**src/rtl/kds_pkg.sv**
```systemverilog
// shared types and constants for the key debounce scanner
// no dependencies; imported by every module of the block except kds_fifo
`timescale 1ns / 1ps

package kds_pkg;

    // width of the per-key masks and pin levels on the ports
    localparam int MASK_W     = 8;
    localparam int COUNT_W    = 16;
    localparam int CFG_ADDR_W = 3;
    localparam int CFG_DATA_W = 16;

    // depth of the queue between front and back, and of the result queue
    localparam int CMD_DEPTH  = 2;
    localparam int RES_DEPTH  = 2;

    // register indexes of the configuration port
    localparam logic [CFG_ADDR_W-1:0] CFG_VALID_TIME   = 3'd0;
    localparam logic [CFG_ADDR_W-1:0] CFG_FAULT_TIME   = 3'd1;
    localparam logic [CFG_ADDR_W-1:0] CFG_LATCH_MODE   = 3'd2;
    localparam logic [CFG_ADDR_W-1:0] CFG_ACTIVE_LEVEL = 3'd3;
    localparam logic [CFG_ADDR_W-1:0] CFG_PRESENT      = 3'd4;

    // reset values of the registers
    localparam logic [COUNT_W-1:0] RST_VALID_TIME   = 16'd20;
    localparam logic [COUNT_W-1:0] RST_FAULT_TIME   = 16'd1000;
    localparam logic [MASK_W-1:0]  RST_LATCH_MODE   = 8'h00;
    localparam logic [MASK_W-1:0]  RST_ACTIVE_LEVEL = 8'h00;
    localparam logic [MASK_W-1:0]  RST_PRESENT      = 8'hFF;

    // per-key condition, one-hot
    typedef enum logic [2:0] {
        COND_INVALID = 3'b001,
        COND_VALID   = 3'b010,
        COND_FAULT   = 3'b100
    } t_cond;

    typedef struct packed {
        logic [COUNT_W-1:0] valid_time;
        logic [COUNT_W-1:0] fault_time;
        logic [MASK_W-1:0]  latch_mode_mask;
        logic [MASK_W-1:0]  active_level_mask;
        logic [MASK_W-1:0]  present_mask;
    } t_cfg;

endpackage

```
**src/rtl/kds_fifo.sv**
```systemverilog
// small synchronous word queue with full and empty flags
// depends on nothing; used by the front and the back of the scanner
`timescale 1ns / 1ps

module kds_fifo #(
    parameter int WIDTH = 16,
    parameter int DEPTH = 2
) (
    input  logic             i_clk,
    input  logic             i_rst_n,
    input  logic             i_wr_en,
    input  logic [WIDTH-1:0] i_wr_data,
    output logic             o_full,
    input  logic             i_rd_en,
    output logic [WIDTH-1:0] o_rd_data,
    output logic             o_empty
);

    localparam int PW = (DEPTH > 1) ? $clog2(DEPTH) : 1;
    localparam int CW = $clog2(DEPTH + 1);

    logic [WIDTH-1:0] r_mem [DEPTH];
    logic [PW-1:0]    r_wr_ptr, n_wr_ptr;
    logic [PW-1:0]    r_rd_ptr, n_rd_ptr;
    logic [CW-1:0]    r_count,  n_count;
    logic             wr_go, rd_go;

    assign o_full    = (r_count == CW'(DEPTH));
    assign o_empty   = (r_count == '0);
    assign wr_go     = i_wr_en && !o_full;
    assign rd_go     = i_rd_en && !o_empty;
    assign o_rd_data = r_mem[r_rd_ptr];

    always_comb begin
        n_wr_ptr = r_wr_ptr;
        n_rd_ptr = r_rd_ptr;
        n_count  = r_count;
        if (wr_go) begin
            n_wr_ptr = (r_wr_ptr == PW'(DEPTH - 1)) ? '0 : r_wr_ptr + 1'b1;
        end
        if (rd_go) begin
            n_rd_ptr = (r_rd_ptr == PW'(DEPTH - 1)) ? '0 : r_rd_ptr + 1'b1;
        end
        if (wr_go && !rd_go) begin
            n_count = r_count + 1'b1;
        end else if (rd_go && !wr_go) begin
            n_count = r_count - 1'b1;
        end
    end

    always_ff @(posedge i_clk) begin
        if (!i_rst_n) begin
            r_wr_ptr <= '0;
            r_rd_ptr <= '0;
            r_count  <= '0;
        end else begin
            r_wr_ptr <= n_wr_ptr;
            r_rd_ptr <= n_rd_ptr;
            r_count  <= n_count;
        end
    end

    always_ff @(posedge i_clk) begin
        if (wr_go) begin
            r_mem[r_wr_ptr] <= i_wr_data;
        end
    end

endmodule

```
**src/rtl/kds_front.sv**
```systemverilog
// front of the scanner: takes scan words and classifies every key
// depends on kds_pkg and kds_fifo; feeds kds_back through a short queue
`timescale 1ns / 1ps

module kds_front
    import kds_pkg::*;
#(
    parameter int KEY_COUNT = 8
) (
    input  logic                 i_clk,
    input  logic                 i_rst_n,
    input  t_cfg                 i_cfg,
    input  logic                 push,
    output logic                 full,
    input  logic [MASK_W-1:0]    i_pin_levels,
    input  logic                 i_cmd_pop,
    output logic                 o_cmd_empty,
    output logic [KEY_COUNT-1:0] o_pressed,
    output logic [KEY_COUNT-1:0] o_absent,
    output logic [KEY_COUNT-1:0] o_latch
);

    localparam int CMD_W = 3 * KEY_COUNT;

    logic [KEY_COUNT-1:0] pressed, absent, latch;
    logic [CMD_W-1:0]     cmd_rd;

    // keys past the mask width read as pressed and absent, and momentary
    for (genvar k = 0; k < KEY_COUNT; k++) begin : g_key
        if (k < MASK_W) begin : g_mapped
            assign pressed[k] = (i_pin_levels[k] == i_cfg.active_level_mask[k]);
            assign absent[k]  = !i_cfg.present_mask[k];
            assign latch[k]   = i_cfg.latch_mode_mask[k];
        end else begin : g_unmapped
            assign pressed[k] = 1'b1;
            assign absent[k]  = 1'b1;
            assign latch[k]   = 1'b0;
        end
    end

    kds_fifo #(
        .WIDTH (CMD_W),
        .DEPTH (CMD_DEPTH)
    ) u_cmd_q (
        .i_clk     (i_clk),
        .i_rst_n   (i_rst_n),
        .i_wr_en   (push),
        .i_wr_data ({pressed, absent, latch}),
        .o_full    (full),
        .i_rd_en   (i_cmd_pop),
        .o_rd_data (cmd_rd),
        .o_empty   (o_cmd_empty)
    );

    assign {o_pressed, o_absent, o_latch} = cmd_rd;

endmodule

```
**src/rtl/kds_back.sv**
```systemverilog
// back of the scanner: per-key hold counters and conditions, result queue
// depends on kds_pkg and kds_fifo; takes classified words from kds_front
`timescale 1ns / 1ps

module kds_back
    import kds_pkg::*;
#(
    parameter int KEY_COUNT = 8
) (
    input  logic                 i_clk,
    input  logic                 i_rst_n,
    input  t_cfg                 i_cfg,
    input  logic                 i_cmd_empty,
    output logic                 o_cmd_pop,
    input  logic [KEY_COUNT-1:0] i_pressed,
    input  logic [KEY_COUNT-1:0] i_absent,
    input  logic [KEY_COUNT-1:0] i_latch,
    input  logic                 pop,
    output logic                 empty,
    output logic [MASK_W-1:0]    o_valid_mask,
    output logic [MASK_W-1:0]    o_fault_mask
);

    logic [COUNT_W-1:0] r_hold [KEY_COUNT];
    logic [COUNT_W-1:0] n_hold [KEY_COUNT];
    t_cond              r_cond [KEY_COUNT];
    t_cond              n_cond [KEY_COUNT];
    logic [MASK_W-1:0]  vmask, fmask;
    logic               res_full;
    logic               go;

    assign go        = !i_cmd_empty && !res_full;
    assign o_cmd_pop = go;

    for (genvar k = 0; k < KEY_COUNT; k++) begin : g_key
        always_comb begin
            logic toward_valid;
            logic toward_invalid;
            toward_valid   = (r_cond[k] == COND_INVALID) && i_pressed[k];
            toward_invalid = (r_cond[k] == COND_VALID) && !i_pressed[k];
            n_hold[k] = r_hold[k];
            n_cond[k] = r_cond[k];
            if (i_absent[k]) begin
                n_cond[k] = COND_FAULT;
            end else if (i_latch[k]) begin
                // toggle once the opposite level has been held long enough
                if (toward_valid || toward_invalid) begin
                    if (r_hold[k] < i_cfg.valid_time) begin
                        n_hold[k] = r_hold[k] + 16'd1;
                    end else begin
                        n_cond[k] = toward_valid ? COND_VALID : COND_INVALID;
                        n_hold[k] = '0;
                    end
                end
            end else if (i_pressed[k]) begin
                if (r_hold[k] < i_cfg.fault_time) begin
                    n_hold[k] = r_hold[k] + 16'd1;
                end else begin
                    n_cond[k] = COND_FAULT;
                end
            end else begin
                unique case (r_cond[k])
                    COND_FAULT: n_cond[k] = COND_INVALID;
                    default: begin
                        n_cond[k] = (r_hold[k] >= i_cfg.valid_time) ? COND_VALID
                                                                   : COND_INVALID;
                    end
                endcase
                n_hold[k] = '0;
            end
        end

        always_ff @(posedge i_clk) begin
            if (!i_rst_n) begin
                r_hold[k] <= '0;
                r_cond[k] <= COND_INVALID;
            end else if (go) begin
                r_hold[k] <= n_hold[k];
                r_cond[k] <= n_cond[k];
            end
        end
    end

    for (genvar b = 0; b < MASK_W; b++) begin : g_out
        if (b < KEY_COUNT) begin : g_key_bit
            assign vmask[b] = (n_cond[b] == COND_VALID);
            assign fmask[b] = (n_cond[b] == COND_FAULT);
        end else begin : g_no_key
            assign vmask[b] = 1'b0;
            assign fmask[b] = 1'b0;
        end
    end

    kds_fifo #(
        .WIDTH (2 * MASK_W),
        .DEPTH (RES_DEPTH)
    ) u_res_q (
        .i_clk     (i_clk),
        .i_rst_n   (i_rst_n),
        .i_wr_en   (go),
        .i_wr_data ({vmask, fmask}),
        .o_full    (res_full),
        .i_rd_en   (pop),
        .o_rd_data ({o_valid_mask, o_fault_mask}),
        .o_empty   (empty)
    );

endmodule

```
**src/rtl/key_debounce_scanner.sv**
```systemverilog
// key debounce scanner, top level: config registers, front and back parts
// path: a scan word is registered in the front queue, its result in the result queue
// throughput: one word per cycle while the result queue has room, set by the per-key update in the back
// both queues hold two words, so either side may stall without stopping the other
// reset: synchronous, active low; queues empty, counters zero, keys invalid, registers
// back to their defaults; no clearing pass
`timescale 1ns / 1ps

module key_debounce_scanner
    import kds_pkg::*;
#(
    parameter int KEY_COUNT = 8
) (
    input  logic                  i_clk,
    input  logic                  i_rst_n,
    // config write port, no read-back
    input  logic                  i_cfg_we,
    input  logic [CFG_ADDR_W-1:0] i_cfg_addr,
    input  logic [CFG_DATA_W-1:0] i_cfg_wdata,
    // scan word side
    input  logic                  push,
    output logic                  full,
    input  logic [MASK_W-1:0]     i_pin_levels,
    // result word side
    input  logic                  pop,
    output logic                  empty,
    output logic [MASK_W-1:0]     o_valid_mask,
    output logic [MASK_W-1:0]     o_fault_mask
);

    t_cfg                 r_cfg;
    logic                 cmd_empty;
    logic                 cmd_pop;
    logic [KEY_COUNT-1:0] cmd_pressed;
    logic [KEY_COUNT-1:0] cmd_absent;
    logic [KEY_COUNT-1:0] cmd_latch;

    // register file; writes to unknown indexes fall through and are dropped
    always_ff @(posedge i_clk) begin
        if (!i_rst_n) begin
            r_cfg.valid_time        <= RST_VALID_TIME;
            r_cfg.fault_time        <= RST_FAULT_TIME;
            r_cfg.latch_mode_mask   <= RST_LATCH_MODE;
            r_cfg.active_level_mask <= RST_ACTIVE_LEVEL;
            r_cfg.present_mask      <= RST_PRESENT;
        end else if (i_cfg_we) begin
            unique case (i_cfg_addr)
                CFG_VALID_TIME:   r_cfg.valid_time        <= i_cfg_wdata;
                CFG_FAULT_TIME:   r_cfg.fault_time        <= i_cfg_wdata;
                CFG_LATCH_MODE:   r_cfg.latch_mode_mask   <= i_cfg_wdata[MASK_W-1:0];
                CFG_ACTIVE_LEVEL: r_cfg.active_level_mask <= i_cfg_wdata[MASK_W-1:0];
                CFG_PRESENT:      r_cfg.present_mask      <= i_cfg_wdata[MASK_W-1:0];
                default: ;
            endcase
        end
    end

    // front: pressed / absent / latching per key, queued as one word
    kds_front #(
        .KEY_COUNT (KEY_COUNT)
    ) u_front (
        .i_clk        (i_clk),
        .i_rst_n      (i_rst_n),
        .i_cfg        (r_cfg),
        .push         (push),
        .full         (full),
        .i_pin_levels (i_pin_levels),
        .i_cmd_pop    (cmd_pop),
        .o_cmd_empty  (cmd_empty),
        .o_pressed    (cmd_pressed),
        .o_absent     (cmd_absent),
        .o_latch      (cmd_latch)
    );

    // back: one tick of every key's counter and condition per word
    kds_back #(
        .KEY_COUNT (KEY_COUNT)
    ) u_back (
        .i_clk        (i_clk),
        .i_rst_n      (i_rst_n),
        .i_cfg        (r_cfg),
        .i_cmd_empty  (cmd_empty),
        .o_cmd_pop    (cmd_pop),
        .i_pressed    (cmd_pressed),
        .i_absent     (cmd_absent),
        .i_latch      (cmd_latch),
        .pop          (pop),
        .empty        (empty),
        .o_valid_mask (o_valid_mask),
        .o_fault_mask (o_fault_mask)
    );

endmodule

```
**config.mk**
```make
export PLATFORM = sky130hd
export DESIGN_NAME = key_debounce_scanner
export DESIGN_NICKNAME = d
export VERILOG_FILES = /design/src/rtl/kds_pkg.sv /design/src/rtl/kds_fifo.sv /design/src/rtl/kds_front.sv /design/src/rtl/kds_back.sv /design/src/rtl/key_debounce_scanner.sv
export SDC_FILE = /design/constraint.sdc
export NUM_CORES = 1
export LEC_CHECK = 0
export ABC_AREA = 1
export BUFFER_PORTS_ARGS = -buffer_cell sky130_fd_sc_hd__buf_2
export CORE_ASPECT_RATIO = 1.2
export CORE_MARGIN = 2
export CORE_UTILIZATION = 34
export DETAILED_ROUTE_END_ITERATION = 16
export SETUP_SLACK_MARGIN = 0.05
export SYNTH_ARGS = -nofsm -noshare
export SYNTH_HDL_FRONTEND = slang
export SYNTH_HIERARCHICAL = 1
export SYNTH_SLANG_ARGS = --single-unit
```
**constraint.sdc**
```tcl
create_clock -name i_clk -period 3.17 [get_ports i_clk]
set_input_delay 0.634 -clock i_clk [delete_from_list [all_inputs] [get_ports i_clk]]
set_output_delay 0.634 -clock i_clk [all_outputs]
set_load 0.02 [all_outputs]
```
; ---- After elaboration in Yosys (flattened, before gate mapping)
; Memories as Yosys holds them, arrays and structs flattened. A register that Yosys moved wholly into a read port is not among the register bits.
; Index checks and enable logic that the tools add are counted.
[classes]
add_sub_neg = 16
order_cmp = 24
eq_ne = 54
muxes = 156
n_bitwise = 16
n_reduce_logical = 67
[ops]
columns = cell, n
row1 = $mux W16, 56
row2 = $lt A16 B16 Y1, 16
row3 = $mux W3, 64
row4 = $add A16 B1 Y16 const B, 8
row5 = $ge A16 B16 Y1, 8
row6 = $eq A3 B2 Y1 const B, 18
row7 = $eq A3 B3 Y1 const B, 17
row8 = $mux W2, 20
row9 = $eq A3 B1 Y1 const B, 9
row10 = $logic_and A1 B1 Y1, 25
row11 = $logic_not A1 Y1, 24
row12 = $mux W1, 16
row13 = $or A1 B1 Y1, 16
row14 = $reduce_and A2 Y1, 5
row15 = $eq A1 B1 Y1, 8
row16 = $logic_or A1 B1 Y1, 8
row17 = $add A1 B1 Y1 const B, 4
row18 = $add A2 B1 Y2 const B, 2
row19 = $eq A2 B2 Y1 const B, 2
row20 = $logic_not A2 Y1, 2
row21 = $reduce_bool A2 Y1, 2
row22 = $sub A2 B1 Y2 const B, 2
row23 = $logic_not A3 Y1, 1
[totals]
register_bits = 64
ramBits = 232
inputBits = 32
n_memories = 4
[mem_list]
columns = name, depth, width, read_ports, rd_ports_with_merged_regs, wr, line_no
row1 = u_back.r_hold, 8, 16, 8, 0, 8, kds_back.sv:24  ; logic [COUNT_W-1:0] r_hold [KEY_COUNT];
row2 = u_front.u_cmd_q.r_mem, 2, 24, 1, 1, 1, kds_fifo.sv:22  ; logic [WIDTH-1:0] r_mem [DEPTH];
row3 = u_back.u_res_q.r_mem, 2, 16, 1, 1, 1, kds_fifo.sv:22
row4 = u_back.r_cond, 8, 3, 8, 0, 8, kds_back.sv:26  ; t_cond r_cond [KEY_COUNT];

; ---- Longest topological paths before layout
; An unclocked memory read counts as a cell.
[depth]
ltp_word = 9
depth_mapped = 18
depth_no_buf = 18

; ---- Hierarchy
; The synthesis kept the hierarchy.
[modules_own_cells]
columns = module, n_inst, cells_each, area_each_um2, seq_area_each_um2
row1 = kds_back, 1, 1922, 14876.8, 4564.4
row2 = key_debounce_scanner, 1, 317, 2245.9, 1121.1
row3 = kds_fifo (u_front.u_cmd_q), 1, 113, 2083.2, 1541.5
row4 = kds_fifo (u_back.u_res_q), 1, 88, 1455.1, 1061.0
row5 = kds_front, 1, 48, 180.2, 0.0

; ---- Worst setup path after synthesis
; Ideal clock, no wire load.
[synth_timing]
kind = reg2reg
start = reg (tool-made name)
end = mem u_back.r_hold[5][0], in the netlist u_back/r_hold[1][16] (enable)
setup_ns = 0.364
arrival_ns = 1.934
path_slack_ns = 0.872
stages_incl_launch_ff = 9
n_path_buf = 2
cell_sequence = dfxtp_1 -> buf_6 -> buf_12 -> mux2_4 -> nor4_1 -> nor3_1 -> o31ai_1 -> o31ai_1 -> inv_1
[synth_rtl]
columns = item, line_no
row1 = to (decl), kds_back.sv:24

; ---- Worst setup path in the final report
[layout_timing]
start = reg r_cfg[33] (netlist name)
end = mem u_back.u_res_q.r_mem[0][8], data pin
[layout_between]
elab_chain_cells = 6
[layout_lines]
columns = item, line_no
row1 = from (decl), key_debounce_scanner.sv:31  ; t_cfg r_cfg;
row2 = $lt A16 B16 Y1, kds_back.sv:56  ; if (r_hold[k] < i_cfg.fault_time) begin
row3 = $mux W3, kds_back.sv:56
row4 = $mux W3, kds_back.sv:55  ; end else if (i_pressed[k]) begin
row5 = $mux W3, kds_back.sv:45  ; end else if (i_latch[k]) begin
row6 = $mux W3, kds_back.sv:43  ; if (i_absent[k]) begin
row7 = $eq A3 B2 Y1, kds_back.sv:86  ; assign vmask[b] = (n_cond[b] == COND_VALID);
row8 = named net u_back.vmask[0], kds_back.sv:28  ; logic [MASK_W-1:0] vmask, fmask;
row9 = to (decl), kds_fifo.sv:22
; The timed path passes the listed nets, and every way through them passes these cells.

==> impl_metrics.json <==
{
  "maxCapViolations": 0,
  "crit_buf_inv": 3,
  "whs_ps": 318.3,
  "core_um2": 60700,
  "drive_above_1_share_pct": 11.24,
  "clock_path_buffers": 3,
  "place_congestion": 0.9184,
  "vias_per_cell": 5.107,
  "cts_hold_repair.buffers": 0,
  "fillers": 6109,
  "ctsRootBufferMaster": "clkbuf_16",
  "ys_top_cells_by_count": "nand2_1 (607), nor2_1 (302), inv_1 (296)",
  "seq_area_um2": 8288,
  "grt_use_total_pct": 19.03,
  "grt_pass1_vias": 16810,
  "cts.sinks": 298,
  "cts_setup_buffers": 0,
  "worstPathRequired_ps": 3520,
  "rows": 99,
  "yosysMostFrequentCell": "nand2_1",
  "synth_edf_count": 232,
  "critical_path_class": "flop to flop",
  "rsz0062_at_grt": "no",
  "nets": 2886,
  "layout_worst_path_cycle_share_pct": 85.33,
  "gr-total-overflow": 0,
  "tightest_slew_ps": 918.6,
  "ant_nets": 0,
  "final_period_minus_worst_setup_slack_ps": 2705,
  "worstPathCellList": "inv_1 > ha_1 > nand2_1 > inv_1 > o21ai_0 > a21oi_1 > nor2_1 > nand2_1 > nand2_1 > nand2_1 > nand2_1 > nand2_1 > inv_1 > nand2_1 > nor2_1",
  "critPathLaunch": "r_cfg[33]",
  "antenna_found_initial": 1,
  "ios": 50,
  "synth.distinct_cells": 54,
  "synth_area_um2": 20840,
  "fmax_mhz": 369.7,
  "die_area_um2": 63300,
  "vias": 17530,
  "cp_common_cell": "nand2_1",
  "yosys_warnings": 6,
  "fin_tns_setup_ps": 0,
  "cts_resized": 0,
  "power_density_nw_per_um2": 786.8,
  "crit_path_end_kind": "flop",
  "clock_skew_ps": 13.56,
  "die_h_um": 275.2,
  "postSynth.asyncResetShare_pct": 0,
  "worst_slack_ps": 464.9,
  "drt_pass1_iterations": 6,
  "synthFlopType": "edfxtp_1",
  "cts_tree": "done",
  "slew_headroom_pct": 38.76,
  "multiInputGateArea_um2": 11160,
  "slowest_stage": "inv_1",
  "stdcell_count": 3433,
  "placed_cells": 3366,
  "path_clk_slew_ps": 60,
  "detailed_place_hpwl_mm": 45.51,
  "syn_inst": 2488,
  "pre_cts_ws_ps": 492.9,
  "port_buffers": 49,
  "cp_max_fo": 8,
  "detail_route.wirelength_mm": 60.93,
  "syn_nets": 2778,
  "syn_to_final_growth_pct": 12.75,
  "clk_latency_ps": 560,
  "max_stage_delay_ps": 490,
  "grt_pass1_wl_mm": 92.78,
  "crit_family": "simple AND/OR/NAND/NOR gates",
  "die_width_um": 230.0,
  "synth-seq-area-share_pct": 39.77,
  "hold_start": "i_cfg_wdata[9]",
  "synth-seq-cells": 298,
  "leakagePower_nw": 10.71,
  "synthTopCellsByArea": "edfxtp_1 (33%), ha_1 (15%), nand2_1 (11%)",
  "yosysTopAreaCell": "edfxtp_1",
  "worstPathArrival_ps": 3050,
  "drtIter0Drc": 1209,
  "htree_levels": 2,
  "syn_area_per_cell_um2": 8.377,
  "drcViolationCount": 0,
  "setup_viol": 0,
  "finalHoldViolations": 0,
  "grt_max_degree": 74,
  "hold_class": "input port to flop",
  "power_mw": 18.49,
  "ir_drop_uv": 616.8,
  "worstReg2RegStart": "r_cfg[33]",
  "synth.top_cell.area_share_pct": 33.43,
  "status": "finished clean",
  "start_kind": "flop",
  "drv_slew": 0,
  "avgRoutedWirePerCell_um": 17.75,
  "initial_utilization_pct": 34.34,
  "cts_inserted_buffers": 36
}
## layout make-up
type,instances,area share [%]
Multi-Input combinational cell,1846,47.48
Clock inverter,22,1.044
Sequential cell,298,35.27
Antenna cell,1,0.01065
Clock buffer,44,4.174
Tap cell,808,4.302
Inverter,312,4.984
Timing Repair Buffer,102,2.737
## layout by cell type, fill, tap and decap left out, drive strengths merged, types with 30 or more instances in the layout
cell,n
xor2,30
nand4,32
buf,102
nor3,66
o21ai,51
nor2,330
dfxtp,66
inv,316
a21oi,157
mux2,40
nand2,614
nand3,159
ha,258
clkbuf,44
edfxtp,232
## sequential cells by signal, indices dropped and copies added, names as in the netlist, named ones only
register / flops
u_front/u_cmd_q/r_count: 2
u_back/r_hold: 128
r_cfg: 56
u_front/u_cmd_q/r_rd_ptr: 1
u_front/u_cmd_q/r_mem: 48
u_back/u_res_q/r_count: 2
u_back/u_res_q/r_mem: 32
u_front/u_cmd_q/r_wr_ptr: 1
u_back/u_res_q/r_wr_ptr: 1
u_back/u_res_q/r_rd_ptr: 1
u_back/r_cond: 24
## where the power goes
part	internal (mW)	switching, mW	leakage (nW)
sequential	5.56	1.18	2.88
combinational	2.68	4.78	7.24
clock	2.49	1.80	0.595
total	10.7	7.75	10.7
## per-stage QoR
stage,utilization (%),cell area (µm²)
6_report,38.72,23500
5_1_grt,38.71,23500
4_1_cts,38.71,23500
3_5_place_dp,36.69,22270
3_3_place_gp,36.69,22270
2_1_floorplan,-,20840
## layer usage
| layer | global-route usage [%] | wire [µm] | part of all wire (%) | vias up |
|---|---|---|---|---|
| met5 | 0 | 13 | 0.021 | - |
| met3 | 3.099 | 3685 | 6.0 | 156 |
| met4 | 9.406 | 3116 | 5.1 | 2 |
| li1 | - | - | - | 8602 |
| met2 | 32.90 | 28670 | 47 | 640 |
| met1 | 23.00 | 25440 | 42 | 8133 |
## worst min-delay path: stages
cell	delay (ps)
buf_2	110
nand2_1	50
nand3_1	50
## cells by family (layout without fill, tap and decap cells)
kind of cell | Yosys count | after routing | synth area share, %
simple gates | 1234 | 1234 | 26.08
buf+inv | 344 | 480 | 6.724
flops | 298 | 298 | 39.77
compound gates | 263 | 263 | 7.096
fa+ha+maj | 258 | 258 | 15.49
xor+xnor | 51 | 51 | 2.143
mux | 40 | 40 | 2.702
other cells | 0 | 1 | 0
## worst paths after layout
kind	end	slack [ps]	depth (start not counted)
worst max-delay path	u_back/u_res_q/r_mem[0][8]	460	15
worst min-delay path	r_cfg[33]	320	3
worst max register to register	u_back/u_res_q/r_mem[0][8]	460	15
worst min register to register	r_cfg[7]	460	2
(Power assumes the default switching activity.)
